`src/hw/rtl/fesm_pkg.sv`:
```
// ----------------------------------------------------------------------------
// fesm_pkg: shared types and constants of the file extent stripe map
// payload structs of both channels and request/response structs of the
// serial divider and multiplier
// ----------------------------------------------------------------------------
package fesm_pkg;

    localparam int OFF_W      = 63;
    localparam int CFG_W      = 32;
    localparam int DIV_W      = 64;
    localparam int MP_W       = 33;
    localparam int STEP_W     = $clog2(DIV_W + 1);
    localparam int PAGE_BYTES = 4096;
    localparam int PAGE_LSB   = $clog2(PAGE_BYTES);

    typedef struct packed {
        logic [OFF_W-1:0] file_offset;
        logic [OFF_W-1:0] extent_bytes;
    } extent_t;

    typedef struct packed {
        logic [CFG_W-1:0] object_number;
        logic [CFG_W-1:0] in_object_offset;
        logic [OFF_W-1:0] in_object_length;
        logic [OFF_W-1:0] next_offset;
        logic [OFF_W-1:0] remaining_bytes;
        logic             unit_misaligned;
    } map_t;

    // dividend is left aligned: its top steps bits are the operand
    typedef struct packed {
        logic              start;
        logic [DIV_W-1:0]  dividend;
        logic [DIV_W-1:0]  divisor;
        logic [STEP_W-1:0] steps;
    } div_req_t;

    typedef struct packed {
        logic             done;
        logic [DIV_W-1:0] quo;
        logic [DIV_W-1:0] rem;
    } div_rsp_t;

    typedef struct packed {
        logic              start;
        logic [CFG_W-1:0]  mcand;
        logic [MP_W-1:0]   mplier;
        logic [STEP_W-1:0] steps;
    } mul_req_t;

    typedef struct packed {
        logic             done;
        logic [DIV_W-1:0] prod;
    } mul_rsp_t;

endpackage

```
`src/hw/rtl/fesm_div.sv`:
```
// ----------------------------------------------------------------------------
// fesm_div: bit-serial restoring divider
// one quotient bit per cycle, up to 64 bits; a zero divisor gives an all-ones
// quotient and the dividend as remainder
// ----------------------------------------------------------------------------
module fesm_div
(
    input  logic                clk,
    input  logic                rst_n,
    input  fesm_pkg::div_req_t  req,
    output fesm_pkg::div_rsp_t  rsp
);
    import fesm_pkg::*;

    logic              busy_reg, busy_next;
    logic              done_reg, done_next;
    logic [STEP_W-1:0] cnt_reg, cnt_next;
    logic [DIV_W-1:0]  rem_reg, rem_next;
    logic [DIV_W-1:0]  quo_reg, quo_next;
    logic [DIV_W-1:0]  dsr_reg, dsr_next;

    logic [DIV_W:0]    partial;
    logic [DIV_W:0]    diff;
    logic              fits;

    assign partial = {rem_reg, quo_reg[DIV_W-1]};
    assign fits    = partial >= {1'b0, dsr_reg};
    assign diff    = partial - {1'b0, dsr_reg};

    always_comb
    begin
        busy_next = busy_reg;
        done_next = 1'b0;
        cnt_next  = cnt_reg;
        rem_next  = rem_reg;
        quo_next  = quo_reg;
        dsr_next  = dsr_reg;
        priority if (req.start)
        begin
            busy_next = 1'b1;
            cnt_next  = req.steps;
            rem_next  = '0;
            quo_next  = req.dividend;
            dsr_next  = req.divisor;
        end
        else if (busy_reg)
        begin
            rem_next = fits ? diff[DIV_W-1:0] : partial[DIV_W-1:0];
            quo_next = {quo_reg[DIV_W-2:0], fits};
            cnt_next = cnt_reg - STEP_W'(1);
            if (cnt_reg == STEP_W'(1))
            begin
                busy_next = 1'b0;
                done_next = 1'b1;
            end
        end
    end

    always_ff @(posedge clk or negedge rst_n)
    begin
        if (!rst_n)
        begin
            busy_reg <= 1'b0;
            done_reg <= 1'b0;
            cnt_reg  <= '0;
        end
        else
        begin
            busy_reg <= busy_next;
            done_reg <= done_next;
            cnt_reg  <= cnt_next;
        end
    end

    always_ff @(posedge clk)
    begin
        rem_reg <= rem_next;
        quo_reg <= quo_next;
        dsr_reg <= dsr_next;
    end

    assign rsp.done = done_reg;
    assign rsp.quo  = quo_reg;
    assign rsp.rem  = rem_reg;

endmodule

```
`src/hw/rtl/fesm_mul.sv`:
```
// ----------------------------------------------------------------------------
// fesm_mul: bit-serial shift-add multiplier
// one multiplier bit per cycle, product kept to 64 bits
// ----------------------------------------------------------------------------
module fesm_mul
(
    input  logic                clk,
    input  logic                rst_n,
    input  fesm_pkg::mul_req_t  req,
    output fesm_pkg::mul_rsp_t  rsp
);
    import fesm_pkg::*;

    logic              busy_reg, busy_next;
    logic              done_reg, done_next;
    logic [STEP_W-1:0] cnt_reg, cnt_next;
    logic [DIV_W-1:0]  acc_reg, acc_next;
    logic [DIV_W-1:0]  mc_reg, mc_next;
    logic [MP_W-1:0]   mp_reg, mp_next;

    always_comb
    begin
        busy_next = busy_reg;
        done_next = 1'b0;
        cnt_next  = cnt_reg;
        acc_next  = acc_reg;
        mc_next   = mc_reg;
        mp_next   = mp_reg;
        priority if (req.start)
        begin
            busy_next = 1'b1;
            cnt_next  = req.steps;
            acc_next  = '0;
            mc_next   = DIV_W'(req.mcand);
            mp_next   = req.mplier;
        end
        else if (busy_reg)
        begin
            acc_next = mp_reg[0] ? acc_reg + mc_reg : acc_reg;
            mc_next  = {mc_reg[DIV_W-2:0], 1'b0};
            mp_next  = {1'b0, mp_reg[MP_W-1:1]};
            cnt_next = cnt_reg - STEP_W'(1);
            if (cnt_reg == STEP_W'(1))
            begin
                busy_next = 1'b0;
                done_next = 1'b1;
            end
        end
    end

    always_ff @(posedge clk or negedge rst_n)
    begin
        if (!rst_n)
        begin
            busy_reg <= 1'b0;
            done_reg <= 1'b0;
            cnt_reg  <= '0;
        end
        else
        begin
            busy_reg <= busy_next;
            done_reg <= done_next;
            cnt_reg  <= cnt_next;
        end
    end

    always_ff @(posedge clk)
    begin
        acc_reg <= acc_next;
        mc_reg  <= mc_next;
        mp_reg  <= mp_next;
    end

    assign rsp.done = done_reg;
    assign rsp.prod = acc_reg;

endmodule

```
`src/hw/rtl/file_extent_to_object_stripe_map.sv`:
```
// ----------------------------------------------------------------------------
// file_extent_to_object_stripe_map: maps a file extent onto a striped object
// gives object number, in-object offset and length, next offset and the rest
// ----------------------------------------------------------------------------
// usage
//   extent channel (extent_valid / extent_stall / extent) takes one file
//   extent per transaction; map channel (map_valid / map_stall / map) returns
//   one mapping per extent, in order
//   object size, stripe unit and stripe count sit behind the APB port at
//   byte addresses 0, 4 and 8; write them only while no extent is in flight
//   one extent is worked on at a time: six serial divisions (one quotient bit
//   a cycle) and three serial multiplies (one bit a cycle) share a single
//   divider and a single multiplier; the next extent can be taken in the cycle
//   in which map_valid rises; a zero stripe length or a first piece that
//   reaches the object end skips the last two divisions; a zero-length
//   extent skips the last one
//   extent_stall is high from acceptance until the result enters the output
//   register; a stalled result holds there and the next extent is already
//   taken and worked on, waiting only at its own final step
//   reset loads object size 4 MiB, unit 64 KiB, count 1 and empties the block
// ----------------------------------------------------------------------------
module file_extent_to_object_stripe_map
(
    input  logic               clk,
    input  logic               rst_n,
    input  logic               extent_valid,
    output logic               extent_stall,
    input  fesm_pkg::extent_t  extent,
    output logic               map_valid,
    input  logic               map_stall,
    output fesm_pkg::map_t     map,
    input  logic               psel,
    input  logic               penable,
    input  logic               pwrite,
    input  logic [3:0]         paddr,
    input  logic [31:0]        pwdata,
    output logic [31:0]        prdata,
    output logic               pready
);
    import fesm_pkg::*;

    localparam logic [1:0] REG_OBJECT = 2'd0;
    localparam logic [1:0] REG_UNIT   = 2'd1;
    localparam logic [1:0] REG_WIDTH  = 2'd2;

    typedef enum logic [3:0] {
        ST_IDLE,
        ST_PER,
        ST_BLK,
        ST_STR,
        ST_SET,
        ST_BNO,
        ST_SLEN,
        ST_XF,
        ST_NOBJ,
        ST_NLEN,
        ST_NU,
        ST_OX,
        ST_CAP,
        ST_FIN
    } state_t;

    state_t           state_reg, state_next;
    logic             launched_reg, launched_next;
    logic             out_valid_reg, out_valid_next;
    logic [CFG_W-1:0] obj_reg, obj_next;
    logic [CFG_W-1:0] unit_reg, unit_next;
    logic [CFG_W-1:0] width_reg, width_next;

    logic [OFF_W-1:0] off_reg, off_next;
    logic [OFF_W-1:0] len_reg, len_next;
    logic [CFG_W-1:0] per_reg, per_next;
    logic [CFG_W-1:0] blk_reg, blk_next;
    logic [CFG_W-1:0] x_reg, x_next;
    logic [CFG_W-1:0] stripe_reg, stripe_next;
    logic [CFG_W-1:0] pos_reg, pos_next;
    logic [CFG_W-1:0] set_reg, set_next;
    logic [CFG_W-1:0] bno_reg, bno_next;
    logic [DIV_W-1:0] s_reg, s_next;
    logic [CFG_W-1:0] first_reg, first_next;
    logic [MP_W-1:0]  xf_reg, xf_next;
    logic [MP_W-1:0]  ou_reg, ou_next;
    logic [MP_W-1:0]  nobj_reg, nobj_next;
    logic [MP_W-1:0]  n_reg, n_next;
    logic [MP_W+1:0]  nu_reg, nu_next;
    logic [OFF_W-1:0] ox_reg, ox_next;
    logic [OFF_W-1:0] nxt_reg, nxt_next;
    map_t             map_reg, map_next;

    div_req_t         div_req;
    div_rsp_t         div_rsp;
    mul_req_t         mul_req;
    mul_rsp_t         mul_rsp;

    logic             cfg_write;
    logic             extent_take;
    logic             out_free;
    logic [MP_W-1:0]  num;
    logic [OFF_W-1:0] len_less;

    fesm_div u_div
    (
        .clk   (clk),
        .rst_n (rst_n),
        .req   (div_req),
        .rsp   (div_rsp)
    );

    fesm_mul u_mul
    (
        .clk   (clk),
        .rst_n (rst_n),
        .req   (mul_req),
        .rsp   (mul_rsp)
    );

    assign pready       = 1'b1;
    assign cfg_write    = psel && penable && pwrite && pready;
    assign extent_stall = (state_reg != ST_IDLE);
    assign extent_take  = extent_valid && !extent_stall;
    assign out_free     = !out_valid_reg || !map_stall;
    assign map_valid    = out_valid_reg;
    assign map          = map_reg;
    assign num          = ou_reg - xf_reg;
    assign len_less     = len_reg - OFF_W'(1);

    always_comb
    begin
        unique case (paddr[3:2])
            REG_OBJECT: prdata = obj_reg;
            REG_UNIT:   prdata = unit_reg;
            REG_WIDTH:  prdata = width_reg;
            default:    prdata = '0;
        endcase
    end

    // operand selection for the shared serial units
    always_comb
    begin
        div_req = '0;
        mul_req = '0;
        unique case (state_reg)
            ST_PER:
            begin
                div_req.dividend = {obj_reg, 32'd0};
                div_req.divisor  = DIV_W'(unit_reg);
                div_req.steps    = STEP_W'(32);
            end
            ST_BLK:
            begin
                div_req.dividend = {off_reg, 1'b0};
                div_req.divisor  = DIV_W'(unit_reg);
                div_req.steps    = STEP_W'(OFF_W);
            end
            ST_STR:
            begin
                div_req.dividend = {blk_reg, 32'd0};
                div_req.divisor  = DIV_W'(width_reg);
                div_req.steps    = STEP_W'(32);
            end
            ST_SET:
            begin
                div_req.dividend = {stripe_reg, 32'd0};
                div_req.divisor  = DIV_W'(per_reg);
                div_req.steps    = STEP_W'(32);
            end
            ST_NOBJ:
            begin
                div_req.dividend = {num, 31'd0};
                div_req.divisor  = DIV_W'(unit_reg);
                div_req.steps    = STEP_W'(MP_W);
            end
            ST_NLEN:
            begin
                div_req.dividend = {len_less, 1'b0};
                div_req.divisor  = s_reg;
                div_req.steps    = STEP_W'(OFF_W);
            end
            ST_BNO:
            begin
                mul_req.mcand  = width_reg;
                mul_req.mplier = MP_W'(set_reg);
                mul_req.steps  = STEP_W'(32);
            end
            ST_SLEN:
            begin
                mul_req.mcand  = unit_reg;
                mul_req.mplier = MP_W'(width_reg);
                mul_req.steps  = STEP_W'(32);
            end
            ST_NU:
            begin
                mul_req.mcand  = unit_reg;
                mul_req.mplier = n_reg;
                mul_req.steps  = STEP_W'(MP_W);
            end
            default:
            begin
                div_req = '0;
                mul_req = '0;
            end
        endcase
        div_req.start = !launched_reg && (state_reg == ST_PER || state_reg == ST_BLK
                        || state_reg == ST_STR || state_reg == ST_SET
                        || (state_reg == ST_NOBJ && s_reg != '0
                            && xf_reg < MP_W'(obj_reg))
                        || (state_reg == ST_NLEN && len_reg != '0));
        mul_req.start = !launched_reg && (state_reg == ST_BNO || state_reg == ST_SLEN
                        || state_reg == ST_NU);
    end

    always_comb
    begin
        state_next     = state_reg;
        launched_next  = launched_reg;
        out_valid_next = out_valid_reg && map_stall;
        obj_next       = obj_reg;
        unit_next      = unit_reg;
        width_next     = width_reg;
        off_next       = off_reg;
        len_next       = len_reg;
        per_next       = per_reg;
        blk_next       = blk_reg;
        x_next         = x_reg;
        stripe_next    = stripe_reg;
        pos_next       = pos_reg;
        set_next       = set_reg;
        bno_next       = bno_reg;
        s_next         = s_reg;
        first_next     = first_reg;
        xf_next        = xf_reg;
        ou_next        = ou_reg;
        nobj_next      = nobj_reg;
        n_next         = n_reg;
        nu_next        = nu_reg;
        ox_next        = ox_reg;
        nxt_next       = nxt_reg;
        map_next       = map_reg;

        if (cfg_write)
        begin
            unique case (paddr[3:2])
                REG_OBJECT: obj_next   = pwdata;
                REG_UNIT:   unit_next  = pwdata;
                REG_WIDTH:  width_next = pwdata;
                default:    obj_next   = obj_reg;
            endcase
        end

        if (div_req.start || mul_req.start)
        begin
            launched_next = 1'b1;
        end

        unique case (state_reg)
            ST_IDLE:
            begin
                if (extent_take)
                begin
                    off_next   = extent.file_offset;
                    len_next   = extent.extent_bytes;
                    state_next = ST_PER;
                end
            end
            ST_PER:
            begin
                if (launched_reg && div_rsp.done)
                begin
                    per_next      = div_rsp.quo[CFG_W-1:0];
                    launched_next = 1'b0;
                    state_next    = ST_BLK;
                end
            end
            ST_BLK:
            begin
                if (launched_reg && div_rsp.done)
                begin
                    blk_next      = div_rsp.quo[CFG_W-1:0];
                    x_next        = div_rsp.rem[CFG_W-1:0];
                    launched_next = 1'b0;
                    state_next    = ST_STR;
                end
            end
            ST_STR:
            begin
                if (launched_reg && div_rsp.done)
                begin
                    stripe_next   = div_rsp.quo[CFG_W-1:0];
                    pos_next      = div_rsp.rem[CFG_W-1:0];
                    launched_next = 1'b0;
                    state_next    = ST_SET;
                end
            end
            ST_SET:
            begin
                if (launched_reg && div_rsp.done)
                begin
                    set_next      = div_rsp.quo[CFG_W-1:0];
                    launched_next = 1'b0;
                    state_next    = ST_BNO;
                end
            end
            ST_BNO:
            begin
                if (launched_reg && mul_rsp.done)
                begin
                    bno_next      = mul_rsp.prod[CFG_W-1:0] + pos_reg;
                    launched_next = 1'b0;
                    state_next    = ST_SLEN;
                end
            end
            ST_SLEN:
            begin
                if (launched_reg && mul_rsp.done)
                begin
                    s_next        = mul_rsp.prod;
                    first_next    = (len_reg < OFF_W'(unit_reg)) ? len_reg[CFG_W-1:0]
                                                                 : unit_reg;
                    launched_next = 1'b0;
                    state_next    = ST_XF;
                end
            end
            ST_XF:
            begin
                xf_next    = MP_W'(x_reg) + MP_W'(first_reg);
                ou_next    = MP_W'(obj_reg) + MP_W'(unit_reg) - MP_W'(1);
                state_next = ST_NOBJ;
            end
            ST_NOBJ:
            begin
                // no growth with a zero stripe length or a first piece that reaches the object end
                priority if (!launched_reg && !div_req.start)
                begin
                    n_next     = '0;
                    state_next = ST_NU;
                end
                else if (launched_reg && div_rsp.done)
                begin
                    nobj_next     = div_rsp.quo[MP_W-1:0];
                    launched_next = 1'b0;
                    state_next    = ST_NLEN;
                end
            end
            ST_NLEN:
            begin
                priority if (!launched_reg && !div_req.start)
                begin
                    n_next     = '0;
                    state_next = ST_NU;
                end
                else if (launched_reg && div_rsp.done)
                begin
                    n_next        = (div_rsp.quo < DIV_W'(nobj_reg))
                                    ? div_rsp.quo[MP_W-1:0] : nobj_reg;
                    launched_next = 1'b0;
                    state_next    = ST_NU;
                end
            end
            ST_NU:
            begin
                if (launched_reg && mul_rsp.done)
                begin
                    nu_next       = mul_rsp.prod[MP_W+1:0];
                    launched_next = 1'b0;
                    state_next    = ST_OX;
                end
            end
            ST_OX:
            begin
                ox_next    = OFF_W'(nu_reg) + OFF_W'(first_reg);
                state_next = ST_CAP;
            end
            ST_CAP:
            begin
                ox_next    = (ox_reg > len_reg) ? len_reg : ox_reg;
                nxt_next   = off_reg + OFF_W'(first_reg);
                state_next = ST_FIN;
            end
            ST_FIN:
            begin
                if (out_free)
                begin
                    map_next.object_number    = bno_reg;
                    map_next.in_object_offset = x_reg;
                    map_next.in_object_length = ox_reg;
                    map_next.next_offset      = nxt_reg;
                    map_next.remaining_bytes  = len_reg - ox_reg;
                    map_next.unit_misaligned  = (unit_reg[PAGE_LSB-1:0] != '0);
                    out_valid_next            = 1'b1;
                    state_next                = ST_IDLE;
                end
            end
            default:
            begin
                state_next = ST_IDLE;
            end
        endcase
    end

    always_ff @(posedge clk or negedge rst_n)
    begin
        if (!rst_n)
        begin
            state_reg     <= ST_IDLE;
            launched_reg  <= 1'b0;
            out_valid_reg <= 1'b0;
            obj_reg       <= 32'd4194304;
            unit_reg      <= 32'd65536;
            width_reg     <= 32'd1;
        end
        else
        begin
            state_reg     <= state_next;
            launched_reg  <= launched_next;
            out_valid_reg <= out_valid_next;
            obj_reg       <= obj_next;
            unit_reg      <= unit_next;
            width_reg     <= width_next;
        end
    end

    always_ff @(posedge clk)
    begin
        off_reg    <= off_next;
        len_reg    <= len_next;
        per_reg    <= per_next;
        blk_reg    <= blk_next;
        x_reg      <= x_next;
        stripe_reg <= stripe_next;
        pos_reg    <= pos_next;
        set_reg    <= set_next;
        bno_reg    <= bno_next;
        s_reg      <= s_next;
        first_reg  <= first_next;
        xf_reg     <= xf_next;
        ou_reg     <= ou_next;
        nobj_reg   <= nobj_next;
        n_reg      <= n_next;
        nu_reg     <= nu_next;
        ox_reg     <= ox_next;
        nxt_reg    <= nxt_next;
        map_reg    <= map_next;
    end

`ifndef SYNTHESIS
    a_take_starts: assert property (@(posedge clk) disable iff (!rst_n)
        extent_take |=> (state_reg == ST_PER))
        else $error("accepted extent did not start the mapping");

    a_fin_loads_out: assert property (@(posedge clk) disable iff (!rst_n)
        (state_reg == ST_FIN && out_free) |=> map_valid)
        else $error("finished mapping not presented");

    a_len_capped: assert property (@(posedge clk) disable iff (!rst_n)
        (state_reg == ST_FIN) |-> (ox_reg <= len_reg))
        else $error("in-object length exceeds extent length");

    a_done_owned: assert property (@(posedge clk) disable iff (!rst_n)
        (div_rsp.done || mul_rsp.done) |-> launched_reg)
        else $error("serial unit finished without a pending operation");
`endif

endmodule

```
`config.mk`:
```
export PLATFORM = sky130hd
export DESIGN_NAME = file_extent_to_object_stripe_map
export DESIGN_NICKNAME = d
export VERILOG_FILES = /design/src/hw/rtl/fesm_pkg.sv /design/src/hw/rtl/fesm_div.sv /design/src/hw/rtl/fesm_mul.sv /design/src/hw/rtl/file_extent_to_object_stripe_map.sv
export SDC_FILE = /design/constraint.sdc
export NUM_CORES = 2
export LEC_CHECK = 0
export ABC_AREA = 0
export BUFFER_PORTS_ARGS = -buffer_cell sky130_fd_sc_hd__buf_2
export CORE_MARGIN = 1.5
export CORE_UTILIZATION = 45
export CTS_CLUSTER_SIZE = 14
export DETAILED_ROUTE_END_ITERATION = 12
export GPL_TIMING_DRIVEN = 0
export RECOVER_POWER = 50
export SYNTH_ARGS = -nofsm -noshare
export SYNTH_HDL_FRONTEND = slang
export SYNTH_HIERARCHICAL = 1
export SYNTH_SLANG_ARGS = --single-unit
```
`constraint.sdc`:
```
create_clock -name clk -period 28.3 [get_ports clk]
set_clock_uncertainty 0.2 [all_clocks]
set_input_delay 0 -clock clk [delete_from_list [all_inputs] [get_ports clk]]
set_output_delay 0 -clock clk [all_outputs]
set_load 0.02 [all_outputs]
```
==> impl_metrics.tcl <==
set metrics [dict create \
    grt_max_degree 93 \
    core_area_um2 174000 \
    yosys_warnings 6 \
    finalMaxSlewViolations 361 \
    gp_congestion 0.999 \
    maxCapViolCount 11 \
    htreeDepth 4 \
    ys.flop_type "edfxtp_1" \
    antenna_found_initial 54 \
    drtIter0Drc 7447 \
    tightest_slew_ns 5.18 \
    setup_slack_ns 19.66 \
    rsz0062_at_grt "no" \
    cts_sinks 1466 \
    dpl.hpwl_um 242000 \
    async_reset_ff_share_pct 8.19 \
    postRouteAntennaNets 0 \
    ys_seq_area_share_pct 53.0 \
    grt-ovfl-total 0 \
    cp.arrival_ns 9.02 \
    r2r_start "state_reg[1]$_DFFE_PN0P_" \
    dr.pass1.iters 9 \
    min_path_type "primary input to flop" \
    synth_edf_count 1186 \
    r2r-end "u_div/quo_reg[60]$_DFFE_PP_" \
    status "complete, but fails checks" \
    place.port_buffers 452 \
    clk_latency_ns 0.84 \
    dr_total_vias 63500 \
    fmax_mhz 116 \
    peakVddDrop_uv 60.8 \
    largest_reg_flops 254 \
    violations "capacitance limit, slew limit" \
    die-height_um 422 \
    start_kind "flop" \
    holdPathStages 4 \
    wl_per_cell_um 29.2 \
    path_max_fanout 23 \
    cts_buffer_depth 3 \
    cts.repair.resized 0 \
    finalSetupViolations 0 \
    die_area_um2 178000 \
    finalPower_w 0.00845 \
    final_nets 8786 \
    die_w_um 422 \
    synthDistinctLibCells 113 \
    vias_per_cell 6.00 \
    grt_pass1_wl_um 430000 \
    drive_gt1_share_pct 9.70 \
    r2r.worst_path.cells 12 \
    finalCritPeriodShare_pct 30.5 \
    finalHoldViolCount 0 \
    area_growth_pct 18.3 \
    initial_core_util_pct 45.4 \
    end_kind "flop" \
    routed_wl_um 309000 \
    synth_cells 7066 \
    ys_ff_latch 1466 \
    max_slew_margin_pct -245 \
    power_density_nw_per_um2 90.4 \
    drc_errors 0 \
    io_pins 458 \
    critPathKind "flop to flop" \
    grt_use_total_pct 33.7 \
    synth.avg_cell_area_um2 11.2 \
    netlist_area_um2 78900 \
    dp_cells 9921 \
    leakage_nw 36.5 \
    whs_endpoint "map_valid$_DFF_PN0_" \
    hold_path_startpoint "map_stall" \
    rows 153 \
    ff2ff_setup_slack_ns 19.66 \
    clock-root-buffer "clkbuf_16" \
    cts_buffers 161 \
    place_ws_ns 20.64 \
    required_ns 28.68 \
    clkTransAtPathRegs_ns 0.06 \
    cts_tree "yes" \
    holdWs_ns 0.142 \
    first_global_vias 60200 \
    finalCriticalPeriod_ns 8.64 \
    instances_no_fill 10600 \
]
-- layer usage --
| layer | up-vias | track usage [%] | share of wire (%) |
|---|---|---|---|
| li1 | 28300 | - | - |
| met1 | 31300 | 44.4 | 40 |
| met2 | 3264 | 51.9 | 44 |
| met3 | 727 | 7.41 | 9.9 |
| met4 | 20 | 18.1 | 6.4 |
| met5 | - | 0 | 0.048 |
-- cells in the final DEF, fill, tap and decap left out, types with 27 or more instances in the layout --
cell type,synthesis,routed
buf_6,9,37
clkbuf_16,0,168
nand3_1,102,102
and2_1,89,89
nor2_1,412,413
nand2_1,722,722
nand2b_1,55,55
nand4_1,91,91
dfrtp_1,117,117
xor2_1,142,142
a21o_1,195,195
ha_1,511,511
o21bai_1,64,64
diode_2,0,27
a311oi_1,43,43
inv_1,436,434
edfxtp_1,1186,1186
buf_2,21,189
a211oi_1,36,35
nor4_1,59,58
clkbuf_1,201,545
nor2b_1,58,58
a222oi_1,34,34
xnor2_1,275,275
or3_1,32,32
mux2i_1,123,123
a22o_1,65,65
a22oi_1,71,71
nor3_1,99,97
o21a_1,63,63
o21ai_0,356,355
mux2_2,223,223
dfxtp_1,160,160
a31oi_1,38,37
dlygate4sd3_1,0,337
o211ai_1,33,33
o31ai_1,31,31
a21oi_1,470,470
and3_1,55,55
-- layout make-up --
cell class              count  area, um^2
plain buffers             272        1190
well taps                2325        2910
fillers                 15500       80600
clock inverters            84         938
diodes                     27        67.6
inverters                 436        1640
repair buffers            862        6010
multi-input cells        4898       34300
flip-flops and latches   1466       41800
clock buffers             212        4470
-- where the power goes --
group	leakage (nW)	internal (W)	switching, W
combinational	20.2	0.00107	0.00176
clock	2.61	0.00123	0.000922
sequential	13.7	0.00278	0.000679
-- timing repair --
action	in CTS	in global routing
setup buffers	0	0
hold buffers	337	1
hold endpoints to repair	457	3
-- synthesized netlist by cell type, types with 33 or more instances --
| library cell | n | area share (%) |
|---|---|---|
| nor2_1 | 412 | 2.0 |
| nor2b_1 | 58 | 0.46 |
| o21a_1 | 63 | 0.60 |
| dfrtp_1 | 117 | 3.7 |
| nor3_1 | 99 | 0.63 |
| dfxtp_1 | 160 | 4.1 |
| ha_1 | 511 | 8.1 |
| xor2_1 | 142 | 1.6 |
| o211ai_1 | 33 | 0.31 |
| a311oi_1 | 43 | 0.48 |
| nand2_1 | 722 | 3.4 |
| inv_1 | 436 | 2.1 |
| clkbuf_1 | 201 | 0.96 |
| o21ai_0 | 356 | 2.3 |
| a22oi_1 | 71 | 0.68 |
| a21oi_1 | 470 | 3.0 |
| mux2_2 | 223 | 3.2 |
| a22o_1 | 65 | 0.72 |
| nand4_1 | 91 | 0.72 |
| a222oi_1 | 34 | 0.43 |
| xnor2_1 | 275 | 3.1 |
| mux2i_1 | 123 | 1.6 |
| and3_1 | 55 | 0.44 |
| a31oi_1 | 38 | 0.30 |
| nand2b_1 | 55 | 0.44 |
| and2_1 | 89 | 0.71 |
| a211oi_1 | 36 | 0.34 |
| a21o_1 | 195 | 1.9 |
| nor4_1 | 59 | 0.47 |
| nand3_1 | 102 | 0.65 |
| edfxtp_1 | 1186 | 45 |
| o21bai_1 | 64 | 0.61 |
-- worst max path at each step --
stage                                             end                      from  slack, ns
after CTS                 u_div/quo_reg[33]$_DFFE_PP_      len_reg[1]$_DFFE_PP_      20.64
after floorplan                      map[0]$_DFFE_PP_  state_reg[0]$_DFFE_PN0P_       7.62
final                     u_div/quo_reg[60]$_DFFE_PP_  state_reg[1]$_DFFE_PN0P_      19.66
after global routing         width_reg[3]$_DFFE_PN0P_                     rst_n      19.40
after global placement             map[190]$_DFFE_PP_  state_reg[0]$_DFFE_PN0P_      -2.14
after detailed placement  u_div/quo_reg[53]$_DFFE_PP_      len_reg[1]$_DFFE_PP_      20.64
-- through the flow --
stage               cell area [um^2]  util (%)  setup TNS [ns]
finish                         93400      53.7               0
global route                   93300      53.6               0
CTS                            94000      54.0               0
detailed placement             85200      49.0               0
global placement               84100      48.3         -502.45
floorplan                      78900         -               0
-- worst max-delay path, cell delays in order, from the launching register on --
cell and delay [ns]:
dfrtp_1 0.36, clkbuf_1 0.25, nor2_1 1.00, nand2_1 0.66, or4_1 0.66, a221oi_1 0.47
o211ai_1 0.39, a31oi_4 0.74, buf_16 0.25, clkbuf_1 0.80, clkbuf_1 1.17, clkbuf_1 0.98
mux2_2 0.42
-- kinds of logic after synthesis --
group	after synthesis	share of synthesized area, %
compound gates	1725	14.4
xor+xnor	417	4.63
fa+ha+maj	520	8.33
buf+inv	708	3.59
flops	1466	53.0
mux	346	4.74
other cells	2	0.00952
simple gates	1882	11.3
Note: power is estimated with default switching activity, not from simulation.
